[src/hdl/pcob_pkg.sv]
`default_nettype none

package pcob_pkg;

   // Table geometry
   localparam int NUM_COMMANDS = 64;
   localparam int IDX_W        = (NUM_COMMANDS > 1) ? $clog2(NUM_COMMANDS) : 1;

   // Field widths
   localparam int KIND_W    = 3;
   localparam int CMD_W     = 16;
   localparam int TIME_W    = 32;
   localparam int CNT_W     = 32;
   localparam int CFG_W     = 31;
   localparam int RATIO_W   = 7;
   localparam int STAT_W    = 2;
   localparam int CSR_IDX_W = 3;

   // Failure ratio divider: quotient bits and the 100*failures numerator width
   localparam int DIV_STEPS = 7;
   localparam int STEP_W    = $clog2(DIV_STEPS);
   localparam int NUM_W     = CNT_W + DIV_STEPS;

   // Request kinds (codes above KIND_READ behave as read)
   localparam logic [KIND_W-1:0] KIND_RECORD = 3'd0;
   localparam logic [KIND_W-1:0] KIND_CHECK  = 3'd1;
   localparam logic [KIND_W-1:0] KIND_FORCE  = 3'd2;
   localparam logic [KIND_W-1:0] KIND_CLOCK  = 3'd3;
   localparam logic [KIND_W-1:0] KIND_READ   = 3'd4;

   // Entry status codes
   localparam logic [STAT_W-1:0] ST_SERVING = 2'd0;
   localparam logic [STAT_W-1:0] ST_PAUSED  = 2'd1;
   localparam logic [STAT_W-1:0] ST_STOPPED = 2'd2;
   localparam logic [STAT_W-1:0] ST_KEEP    = 2'd3;

   // Register indexes
   localparam logic [CSR_IDX_W-1:0] CSR_FIRST_CMD   = 3'd0;
   localparam logic [CSR_IDX_W-1:0] CSR_LAST_CMD    = 3'd1;
   localparam logic [CSR_IDX_W-1:0] CSR_WINDOW      = 3'd2;
   localparam logic [CSR_IDX_W-1:0] CSR_REQ_LIMIT   = 3'd3;
   localparam logic [CSR_IDX_W-1:0] CSR_RATIO_LIMIT = 3'd4;

   // Register reset values
   localparam logic [CMD_W-1:0]   FIRST_CMD_RST   = 16'd0;
   localparam logic [CMD_W-1:0]   LAST_CMD_RST    = 16'd63;
   localparam logic [CFG_W-1:0]   WINDOW_RST      = 31'd30;
   localparam logic [CFG_W-1:0]   REQ_LIMIT_RST   = 31'd60000;
   localparam logic [RATIO_W-1:0] RATIO_LIMIT_RST = 7'd80;

   localparam logic [CNT_W-1:0]   CNT_MAX        = '1;
   localparam logic [CNT_W-1:0]   FAIL_MIN_COUNT = 32'd10;
   localparam logic [RATIO_W-1:0] RATIO_MAX      = 7'd100;

   typedef struct packed {
      logic [STAT_W-1:0]  status;
      logic [TIME_W-1:0]  wstart;
      logic [CNT_W-1:0]   req_total;
      logic [CNT_W-1:0]   req_win;
      logic [CNT_W-1:0]   fail_total;
      logic [CNT_W-1:0]   fail_win;
      logic [CNT_W-1:0]   req_peak;
      logic [RATIO_W-1:0] ratio_peak;
      logic [RATIO_W-1:0] ratio_win;
   } entry_type;

   localparam int ENTRY_W = $bits(entry_type);

   typedef struct packed {
      logic             accept;
      logic             clear_wr;
      logic [IDX_W-1:0] clear_idx;
      logic             load;
      logic             prep;
      logic             div_step;
      logic             finish;
   } ctrl_cmd_type;

   typedef struct packed {
      logic need_div;
   } dp_stat_type;

   function automatic logic [CNT_W-1:0] sat_inc(input logic [CNT_W-1:0] v);
      return (v == CNT_MAX) ? v : v + 1'b1;
   endfunction

endpackage

`default_nettype wire

[src/hdl/pcob_ctrl.sv]
`default_nettype none

module pcob_ctrl (
   input  logic                  clock,
   input  logic                  reset,
   input  logic                  start,
   output logic                  busy,
   input  pcob_pkg::dp_stat_type stat,
   output pcob_pkg::ctrl_cmd_type cmd
);

   typedef enum logic [2:0] {
      S_CLEAR,
      S_IDLE,
      S_LOAD,
      S_PREP,
      S_DIVIDE,
      S_FINISH
   } state_type;

   localparam logic [pcob_pkg::IDX_W-1:0] LAST_IDX =
      pcob_pkg::IDX_W'(pcob_pkg::NUM_COMMANDS - 1);
   localparam logic [pcob_pkg::STEP_W-1:0] LAST_STEP =
      pcob_pkg::STEP_W'(pcob_pkg::DIV_STEPS - 1);

   state_type                     state_ff;
   logic [pcob_pkg::IDX_W-1:0]    clr_cnt_ff;
   logic [pcob_pkg::STEP_W-1:0]   step_ff;

   always_comb begin
      busy          = (state_ff != S_IDLE);
      cmd.accept    = start && (state_ff == S_IDLE);
      cmd.clear_wr  = (state_ff == S_CLEAR);
      cmd.clear_idx = clr_cnt_ff;
      cmd.load      = (state_ff == S_LOAD);
      cmd.prep      = (state_ff == S_PREP);
      cmd.div_step  = (state_ff == S_DIVIDE);
      cmd.finish    = (state_ff == S_FINISH);
   end

   always_ff @(posedge clock) begin
      if (reset) begin
         state_ff   <= S_CLEAR;
         clr_cnt_ff <= '0;
         step_ff    <= '0;
      end else begin
         case (state_ff)
            S_CLEAR: begin
               // sweep the table to zero, one entry a cycle
               clr_cnt_ff <= clr_cnt_ff + 1'b1;
               if (clr_cnt_ff == LAST_IDX) begin
                  state_ff <= S_IDLE;
               end
            end
            S_IDLE: begin
               if (start) begin
                  state_ff <= S_LOAD;
               end
            end
            S_LOAD: begin
               state_ff <= stat.need_div ? S_PREP : S_FINISH;
            end
            S_PREP: begin
               step_ff  <= '0;
               state_ff <= S_DIVIDE;
            end
            S_DIVIDE: begin
               step_ff <= step_ff + 1'b1;
               if (step_ff == LAST_STEP) begin
                  state_ff <= S_FINISH;
               end
            end
            S_FINISH: begin
               state_ff <= S_IDLE;
            end
            default: begin
               state_ff <= S_IDLE;
            end
         endcase
      end
   end

   a_busy_from_accept: assert property (@(posedge clock) disable iff (reset)
      $rose(busy) |-> $past(cmd.accept))
      else $error("busy rose without an accepted request");

   a_finish_frees: assert property (@(posedge clock) disable iff (reset)
      cmd.finish |=> !busy)
      else $error("block still busy after finishing a request");

   a_divide_len: assert property (@(posedge clock) disable iff (reset)
      cmd.prep |=> ##(pcob_pkg::DIV_STEPS) cmd.finish)
      else $error("divider did not run its full step count");

endmodule

`default_nettype wire

[config.mk]
export PLATFORM = sky130hd
export DESIGN_NAME = pcob_ctrl
export DESIGN_NICKNAME = d
export VERILOG_FILES = /design/src/hdl/pcob_pkg.sv /design/src/hdl/pcob_ctrl.sv
export SDC_FILE = /design/constraint.sdc
export NUM_CORES = 1
export LEC_CHECK = 0
export CORE_AREA = 2 2 39 41
export DETAILED_ROUTE_END_ITERATION = 6
export DIE_AREA = 0 0 41 43
export DONT_BUFFER_PORTS = 1
export GPL_TIMING_DRIVEN = 1
export SLEW_MARGIN = 30
export SYNTH_ARGS = -nofsm -noshare
export SYNTH_HDL_FRONTEND = slang
export SYNTH_SLANG_ARGS = --single-unit
[constraint.sdc]
create_clock -name clock -period 1.8 [get_ports clock]
set_input_delay 0.18 -clock clock [delete_from_list [all_inputs] [get_ports clock]]
set_output_delay 0.18 -clock clock [all_outputs]
set_load 0.02 [all_outputs]
# Yosys cells after proc, flatten, opt, wreduce, memory -nomap -nowiden
# Index checks and enable logic that the tools add are counted.
# totals
regBits	12
inputBits	4
out_inout_bits	13
# classes
n_mux	6
n_eq_ne	11
add_sub_neg	2
n_reduce_logical	4
# ops
operator	n
3-bit one-hot mux with 5 select lines	1
3-bit 2-to-1 mux	4
3-bit equality test (second input constant)	3
6-bit by 1-bit adder with 6-bit output (second input constant)	1
3-bit by 2-bit equality test with 1-bit output (second input constant)	2
6-bit equality test (second input constant)	1
3-bit one-hot mux with 2 select lines	1
2-bit by 1-bit inequality test with 1-bit output (second input constant)	2
3-bit by 1-bit adder with 3-bit output (second input constant)	1
3-bit by 1-bit equality test with 1-bit output (second input constant)	1
3-bit zero test	1
3-bit by 1-bit inequality test with 1-bit output (second input constant)	1
3-bit AND reduction	1
2-bit inequality test (second input constant)	1
2-bit nonzero test	1
1-bit logical AND	1

# Longest topological paths before layout
# Gate-level depths: netlist of run 1.
# logic_depth
ltp_word	3
depth_mapped	6

# Worst setup path before layout of run 1
# No wires, ideal clock.
# synth_timing
path_kind	reg2reg
startpoint	register clr_cnt_ff[0] (netlist bit)
endpoint	register clr_cnt_ff[4] (netlist bit)
setup_ns	0.121
t_arrival_ns	1.538
synth_period_minus_slack_ns	1.659
n_path_buf	0
path_slack_ns	0.141
required_ns	1.679
stages_incl_launch_ff	5
path_cell_list	dfxtp_1 -> ha_1 -> nor4b_1 -> and3_1 -> mux2_2
# synth_via
elab_chain_cells	1
# synth_lines
element	line_no	rtl
from (decl)	pcob_ctrl.sv:27	logic [pcob_pkg::IDX_W-1:0] clr_cnt_ff;
from (signal assigned)	pcob_ctrl.sv:50	clr_cnt_ff <= clr_cnt_ff + 1'b1;
6-bit by 1-bit adder with 6-bit output	pcob_ctrl.sv:50	
# Every way passes these cells.
# A chain may end at the register's enable or synchronous reset.

==> results_dict.tcl, run 1 <==
set metrics [dict create \
    path_cells "inv_1 > nand3_1 > nor2_2" \
    path_clk_slew_ns 0.07 \
    grt_max_degree 11 \
    cts_root_buf "sky130_fd_sc_hd__clkbuf_4" \
    highest_clock_rate_mhz 632 \
    n_antenna_cell 0 \
    totalNegativeSetupSlack_ns 0 \
    syn-instance-count 76 \
    drive_above_1_share_pct 14.6 \
    cts.sink_count 12 \
    synth.cell_area_um2 629 \
    syn_nets 83 \
    grt_pass1_wl_um 2030 \
    dominantRegCellSynth "sky130_fd_sc_hd__dfxtp_1" \
    h-tree-depth 1 \
    timing.final.crit_share_pct 88.0 \
    crit_fanout 8 \
    critical_path.endpoint_type "output pin" \
    hpwlAfterDp_um 935 \
    vias_per_cell 5.51 \
    pin_count 17 \
    static-leakage-power_nw 0.298 \
    yosysWarningCount 0 \
    grt_pass1_vias 478 \
    critical_path_arrival_ns 1.40 \
    drt-initial-drc-count 7 \
    tritoncts.num_buffers 3 \
    placeableCoreArea_um2 1380 \
    drt.antenna.violating_nets 0 \
    fin_worst_skew_ns 0.000396 \
    setup_viol_count_final 0 \
    setup_ws_ns 0.216 \
    post-route-drc-count 0 \
    placementRows 14 \
    dr_wl_met2_um 570 \
    start_util_pct 45.5 \
    gp_routability_congestion 0.696 \
    drt-wirelength-per-cell_um 13.4 \
    final_wirelength_um 1320 \
    netlist_top_cells_count "sky130_fd_sc_hd__dfxtp_1 (12), sky130_fd_sc_hd__nor2_1 (11), sky130_fd_sc_hd__a21oi_1 (6)" \
    die_width_um 41 \
    num-fill-cells 131 \
    hold_path.startpoint "reset" \
    final_nets 91 \
    avg_cell_area_syn_um2 8.28 \
    required_ns 1.62 \
    worst_setup_startpoint "state_ff[1]" \
    top_layer "met4" \
    critical_path.reg2reg.startpoint "state_ff[1]" \
    number_of_antenna_violations_at_the_first_check_in_global_routing 0 \
    cpPeakStageDelay_ns 0.37 \
    status "completed" \
    vias 540 \
    crit_type "flip-flop to output pin" \
    synthArstFlopShare_pct 0 \
    rsz0062_at_grt "no" \
    critical_path.slowest_cell "sky130_fd_sc_hd__dfxtp_1" \
    relSlewSlack_pct 74.0 \
    tritoncts_clock_tree "done" \
    met1Wirelength_um 679 \
    design.die.area_um2 1760 \
    worst_ir_drop_vdd_uv 435 \
    clkLatencyLatePin_ns 0.26 \
    clock_tree.buffer_depth 2 \
    first_pass_iters 4 \
    worst_hold_path_type "primary input to flip-flop" \
    chipHeight_um 43 \
    actual_transition_at_the_worst_max_transition_pin_ns 0.381 \
    startpoint_type "flip-flop" \
    grtUsageTotal_pct 17.1 \
    yosysTopAreaCell "sky130_fd_sc_hd__dfxtp_1" \
    yosysUniqueCellTypes 31 \
    worst_setup_slack_after_placement_ns 0.253 \
    number_of_synthesized_flops_with_an_enable_pin 0 \
    final_hold_viol_count 0 \
    met3WireLength_um 52 \
    max_cap_violations 0 \
    timing_max_transition_violations_final 0 \
    synth_most_common_cell "sky130_fd_sc_hd__dfxtp_1" \
    areaGrowthSynthToFinish_pct 13.9 \
    synth.top_cell.area_share_pct 38.2 \
    synth_top_cells_by_area "sky130_fd_sc_hd__dfxtp_1 (38%), sky130_fd_sc_hd__nor2_1 (6.6%), sky130_fd_sc_hd__ha_1 (6.0%)" \
    synth.ff_latch_count 12 \
    power_density_over_the_cells_nw_per_um2 666 \
    share_of_the_yosys_chip_area_belonging_to_registers_pct 38.2 \
    place.port_buffers 0 \
    period_needed_ns 1.58 \
    total_grt_overflow 0 \
]
-- power by group --
group	internal (mW)	total, mW	switching, mW
combinational	0.0174	0.0383	0.0208
sequential	0.271	0.278	0.00718
clock	0.0772	0.161	0.0834
total	0.366	0.477	0.111
-- cell usage in the layout, fill, tap and decap left out --
| cell type | synthesis | routed |
|---|---|---|
| sky130_fd_sc_hd__nor2_2 | 0 | 1 |
| sky130_fd_sc_hd__a311oi_1 | 1 | 1 |
| sky130_fd_sc_hd__a31oi_1 | 1 | 1 |
| sky130_fd_sc_hd__o22a_1 | 1 | 1 |
| sky130_fd_sc_hd__o211a_1 | 1 | 1 |
| sky130_fd_sc_hd__dfxtp_1 | 12 | 12 |
| sky130_fd_sc_hd__nor3b_2 | 0 | 1 |
| sky130_fd_sc_hd__o21bai_1 | 1 | 1 |
| sky130_fd_sc_hd__nor4_1 | 1 | 1 |
| sky130_fd_sc_hd__o21ai_0 | 2 | 2 |
| sky130_fd_sc_hd__dlygate4sd3_1 | 0 | 1 |
| sky130_fd_sc_hd__nand3_1 | 3 | 3 |
| sky130_fd_sc_hd__nand3b_1 | 2 | 2 |
| sky130_fd_sc_hd__a211oi_1 | 1 | 1 |
| sky130_fd_sc_hd__buf_4 | 0 | 6 |
| sky130_fd_sc_hd__clkbuf_4 | 0 | 3 |
| sky130_fd_sc_hd__a2111oi_0 | 1 | 1 |
| sky130_fd_sc_hd__and3_1 | 3 | 3 |
| sky130_fd_sc_hd__inv_1 | 5 | 5 |
| sky130_fd_sc_hd__or4_1 | 1 | 1 |
| sky130_fd_sc_hd__o31ai_1 | 1 | 1 |
| sky130_fd_sc_hd__nor2_1 | 11 | 10 |
| sky130_fd_sc_hd__mux2i_1 | 1 | 1 |
| sky130_fd_sc_hd__or3_1 | 2 | 2 |
| sky130_fd_sc_hd__xnor2_1 | 2 | 2 |
| sky130_fd_sc_hd__ha_1 | 3 | 3 |
| sky130_fd_sc_hd__mux2_2 | 1 | 1 |
| sky130_fd_sc_hd__nor2b_1 | 2 | 2 |
| sky130_fd_sc_hd__nand2_1 | 1 | 1 |
| sky130_fd_sc_hd__a21oi_1 | 6 | 6 |
| sky130_fd_sc_hd__nor4b_1 | 1 | 1 |
| sky130_fd_sc_hd__nor3_1 | 2 | 2 |
| sky130_fd_sc_hd__nand2b_1 | 2 | 2 |
-- worst max-delay path: cells and delay by family, from the launching register on --
kind	cells	cell delay, ns
AND/OR/NAND/NOR	2	0.56
flip-flops	1	0.37
buffers and inverters	1	0.21
-- area by class of cell --
cell class	instances	area, um2	share of cell area (%)
timing repair buffer	7	55.1	7.68
inverter	5	18.8	2.62
sequential	12	240	33.5
multi-input combinational	55	360	50.3
tap	16	20.0	2.79
clock buffer	3	22.5	3.14
-- per-layer routing --
metal / GRT usage, % / vias up
met5: 0 / -
met4: 6.00 / 0
met3: 6.81 / 2
met2: 22.2 / 11
met1: 25.0 / 242
li1: - / 285
-- logic make-up after synthesis --
| kind of cell | after synthesis | share of synthesized area (%) |
|---|---|---|
| AND/OR/NAND/NOR | 32 | 27.2 |
| AO/OA/AOI/OAI | 16 | 16.7 |
| flip-flops | 12 | 38.2 |
| buffers and inverters | 9 | 5.77 |
| adder cells (fa/ha/maj) | 3 | 5.96 |
| XOR/XNOR | 2 | 2.78 |
| multiplexers | 2 | 3.38 |
-- flip-flops by register name, summed over array words and instances (netlist names) --
register    count
state_ff        3
clr_cnt_ff      6
step_ff         3
-- worst paths after layout --
path,cells after the start,slack (ns),endpoint
min reg2reg,1,0.54,step_ff[0]
max,3,0.22,cmd[11]
max reg2reg,3,0.23,clr_cnt_ff[5]
min,2,0.08,step_ff[0]
-- stage by stage --
step / hold WS [ns] / instance area [um2] / power [mW] / instances / util (%)
2_1_floorplan: 0.402 / 629 / 0.309 / 76 / -
3_3_place_gp: 0.252 / 677 / 0.318 / 94 / 48.9
3_5_place_dp: 0.254 / 677 / 0.319 / 94 / 48.9
4_1_cts: 0.0780 / 709 / 0.482 / 98 / 51.3
5_1_grt: 0.0792 / 717 / 0.502 / 98 / 51.8
6_report: 0.0830 / 717 / 0.477 / 98 / 51.8
-- timing repair --
action / in CTS / in global routing
resized for setup: 0 / 2
setup endpoints to repair: 0 / 1
hold buffers: 1 / 0
endpoints found under the hold margin: 8 / 0
setup buffers: 0 / 0
(Power assumes the default switching activity.)
==> run 2: changes to the inputs <==
--- a/config.mk
+++ b/config.mk
@@ -5,11 +5,13 @@
 export SDC_FILE = /design/constraint.sdc
 export NUM_CORES = 1
 export LEC_CHECK = 0
+export BUFFER_PORTS_ARGS = -buffer_cell sky130_fd_sc_hd__clkbuf_2
+export CAP_MARGIN = 30
 export CORE_AREA = 2 2 39 41
 export DETAILED_ROUTE_END_ITERATION = 6
 export DIE_AREA = 0 0 41 43
-export DONT_BUFFER_PORTS = 1
 export GPL_TIMING_DRIVEN = 1
+export PLACE_DENSITY = 0.73
 export SLEW_MARGIN = 30
 export SYNTH_ARGS = -nofsm -noshare
 export SYNTH_HDL_FRONTEND = slang
==> run 2 against run 1 <==
Hold slack better by 0.18 ns. Power up 11%. Cell area up 8.0%. Utilization up 4.2 points. Routed wire length up 3.3%. Critical path depth unchanged. Clock power up 32%. Global-route usage up 0.47 points. Die area unchanged. Sequential power about the same. Final cell count up 12%.
==> results_dict.tcl, run 2 (synthesized netlist as in run 1, its figures left out) <==
set metrics [dict create \
    tritoncts.num_buffers 3 \
    placeableCoreArea_um2 1380 \
    placementRows 14 \
    static-leakage-power_nw 0.353 \
    fin_total_pwr_mw 0.532 \
    actual_transition_at_the_worst_max_transition_pin_ns 0.349 \
    drt-initial-drc-count 11 \
    grtUsageTotal_pct 17.6 \
    rsz0062_at_grt "no" \
    cts_root_buf "sky130_fd_sc_hd__clkbuf_4" \
    start_util_pct 45.5 \
    grt_pass1_vias 537 \
    areaGrowthSynthToFinish_pct 23.1 \
    path_cells "or3_1 > inv_1 > clkbuf_2" \
    clock_tree.buffer_depth 2 \
    worst_hold_path_type "primary input to flip-flop" \
    chipHeight_um 43 \
    sw_frac_of_total_pct 22.6 \
    gp_routability_congestion 0.845 \
    cpLargestDelayFamily "simple AND/OR/NAND/NOR gates" \
    status "completed" \
    mostFrequentLayoutCell "sky130_fd_sc_hd__clkbuf_2" \
    grt_max_degree 14 \
    period_needed_ns 1.61 \
    die_width_um 41 \
    final_hold_viol_count 0 \
    grt_pass1_wl_um 2210 \
    design.die.area_um2 1760 \
    h-tree-depth 1 \
    critical_path_arrival_ns 1.43 \
    cpPeakStageDelay_ns 0.49 \
    hold-worst-slack_ns 0.265 \
    reg_power_share_pct 52.2 \
    pin_count 17 \
    place.port_buffers 16 \
    layout_common_cells "sky130_fd_sc_hd__clkbuf_2 (16), sky130_fd_sc_hd__dfxtp_1 (12), sky130_fd_sc_hd__nor2_1 (11)" \
    number_of_antenna_violations_at_the_first_check_in_global_routing 0 \
    clkLatencyLatePin_ns 0.27 \
    crit_type "flip-flop to output pin" \
    p_int_mw 0.411 \
    cts_resized 0 \
    regMostFlops "clr_cnt_ff" \
    max_cap_violations 0 \
    timing_max_transition_violations_final 0 \
    p_clk_share_pct 39.9 \
    drt-wirelength-per-cell_um 12.4 \
    totalNegativeSetupSlack_ns 0 \
    required_ns 1.62 \
    timing.final.crit_share_pct 89.7 \
    vias_per_cell 5.55 \
    total_grt_overflow 0 \
    setup_viol_count_final 0 \
    worst_ir_drop_vdd_uv 349 \
    fin_worst_skew_ns 0.00230 \
    net-switching-power_mw 0.120 \
    highest_clock_rate_mhz 619 \
    relSlewSlack_pct 76.6 \
    postCtsHoldBufs 0 \
    reg_top3 "clr_cnt_ff: 6 flops, state_ff: 3 flops, step_ff: 3 flops" \
    vias 610 \
    power_density_over_the_cells_nw_per_um2 687 \
    hpwlAfterDp_um 986 \
    drive_above_1_share_pct 26.6 \
    path_clk_slew_ns 0.08 \
    first_pass_iters 4 \
    final_wirelength_um 1360 \
    worst-path-buf-inv 2 \
    final_nets 102 \
    drt.antenna.violating_nets 0 \
    n_antenna_cell 0 \
    tritoncts_clock_tree "done" \
    largest_reg_flops 6 \
    cts.sink_count 12 \
    cts.repair_timing.setup_buffer_count 0 \
    share_comb_of_total_power_pct 7.9 \
    critical_path.slowest_cell "sky130_fd_sc_hd__or3_1" \
    startpoint_type "flip-flop" \
    critical_path.endpoint_type "output pin" \
    post-route-drc-count 0 \
    crit_fanout 8 \
]
-- run 2: cell types whose count changed in the layout (fill, tap and decap cells not counted) --
cell,delta
sky130_fd_sc_hd__clkbuf_2,+16
sky130_fd_sc_hd__buf_4,-4
sky130_fd_sc_hd__clkbuf_8,+1
sky130_fd_sc_hd__dlygate4sd3_1,-1
sky130_fd_sc_hd__nor2_1,+1
sky130_fd_sc_hd__nor2_2,-1
sky130_fd_sc_hd__nor4b_1,-1
sky130_fd_sc_hd__nor4b_2,+1
-- run 2: final cells by class --
class,instances,area [um2]
fillers,121,609
multi-input cells,55,364
well taps,16,20.0
inverters,5,18.8
repair buffers,18,95.1
clock buffers,4,36.3
flip-flops and latches,12,240
-- run 2: final timing paths --
check / startpoint / to / slack [ns] / depth (start not counted)
worst max-delay path: state_ff[1] / cmd[10] / 0.19 / 3
worst min-delay path: start / state_ff[0] / 0.27 / 3
worst max register to register: state_ff[1] / clr_cnt_ff[5] / 0.20 / 3
worst min register to register: clr_cnt_ff[5] / clr_cnt_ff[5] / 0.51 / 2
-- run 2: through the flow --
stage          instance area (um2)  cells  setup slack, ns  utilization, %
6_report                       774    110            0.186            56.0
5_1_grt                        774    110           0.0976            56.0
4_1_cts                        763    110           0.0605            55.2
3_5_place_dp                   727    106            0.175            52.5
3_3_place_gp                   727    106            0.249            52.5
2_1_floorplan                  629     76            0.141               -
-- run 2: worst register-to-register path: stages, from the launching register on --
cell and delay (ns):
sky130_fd_sc_hd__dfxtp_1 0.39, sky130_fd_sc_hd__or3_1 0.49, sky130_fd_sc_hd__or4_1 0.52, sky130_fd_sc_hd__a21oi_1 0.14
-- run 2: metal layers --
metal / vias up / GRT usage [%] / routed length [um]
met5: - / 0 / 0
met4: 0 / 4.00 / 0
met3: 0 / 3.14 / 57
met2: 18 / 26.6 / 677
met1: 280 / 25.2 / 624
li1: 312 / - / -
-- run 2: power groups by stage --
| stage | Combinational [mW] | Clock (mW) | Sequential [mW] |
|---|---|---|---|
| 6_report | 0.0418 | 0.212 | 0.278 |
| 5_1_grt | 0.0466 | 0.235 | 0.279 |
| 4_1_cts | 0.0418 | 0.219 | 0.278 |
| 3_5_place_dp | 0.0416 | 0 | 0.284 |
| 3_3_place_gp | 0.0410 | 0 | 0.283 |
| 2_1_floorplan | 0.0172 | 0 | 0.291 |
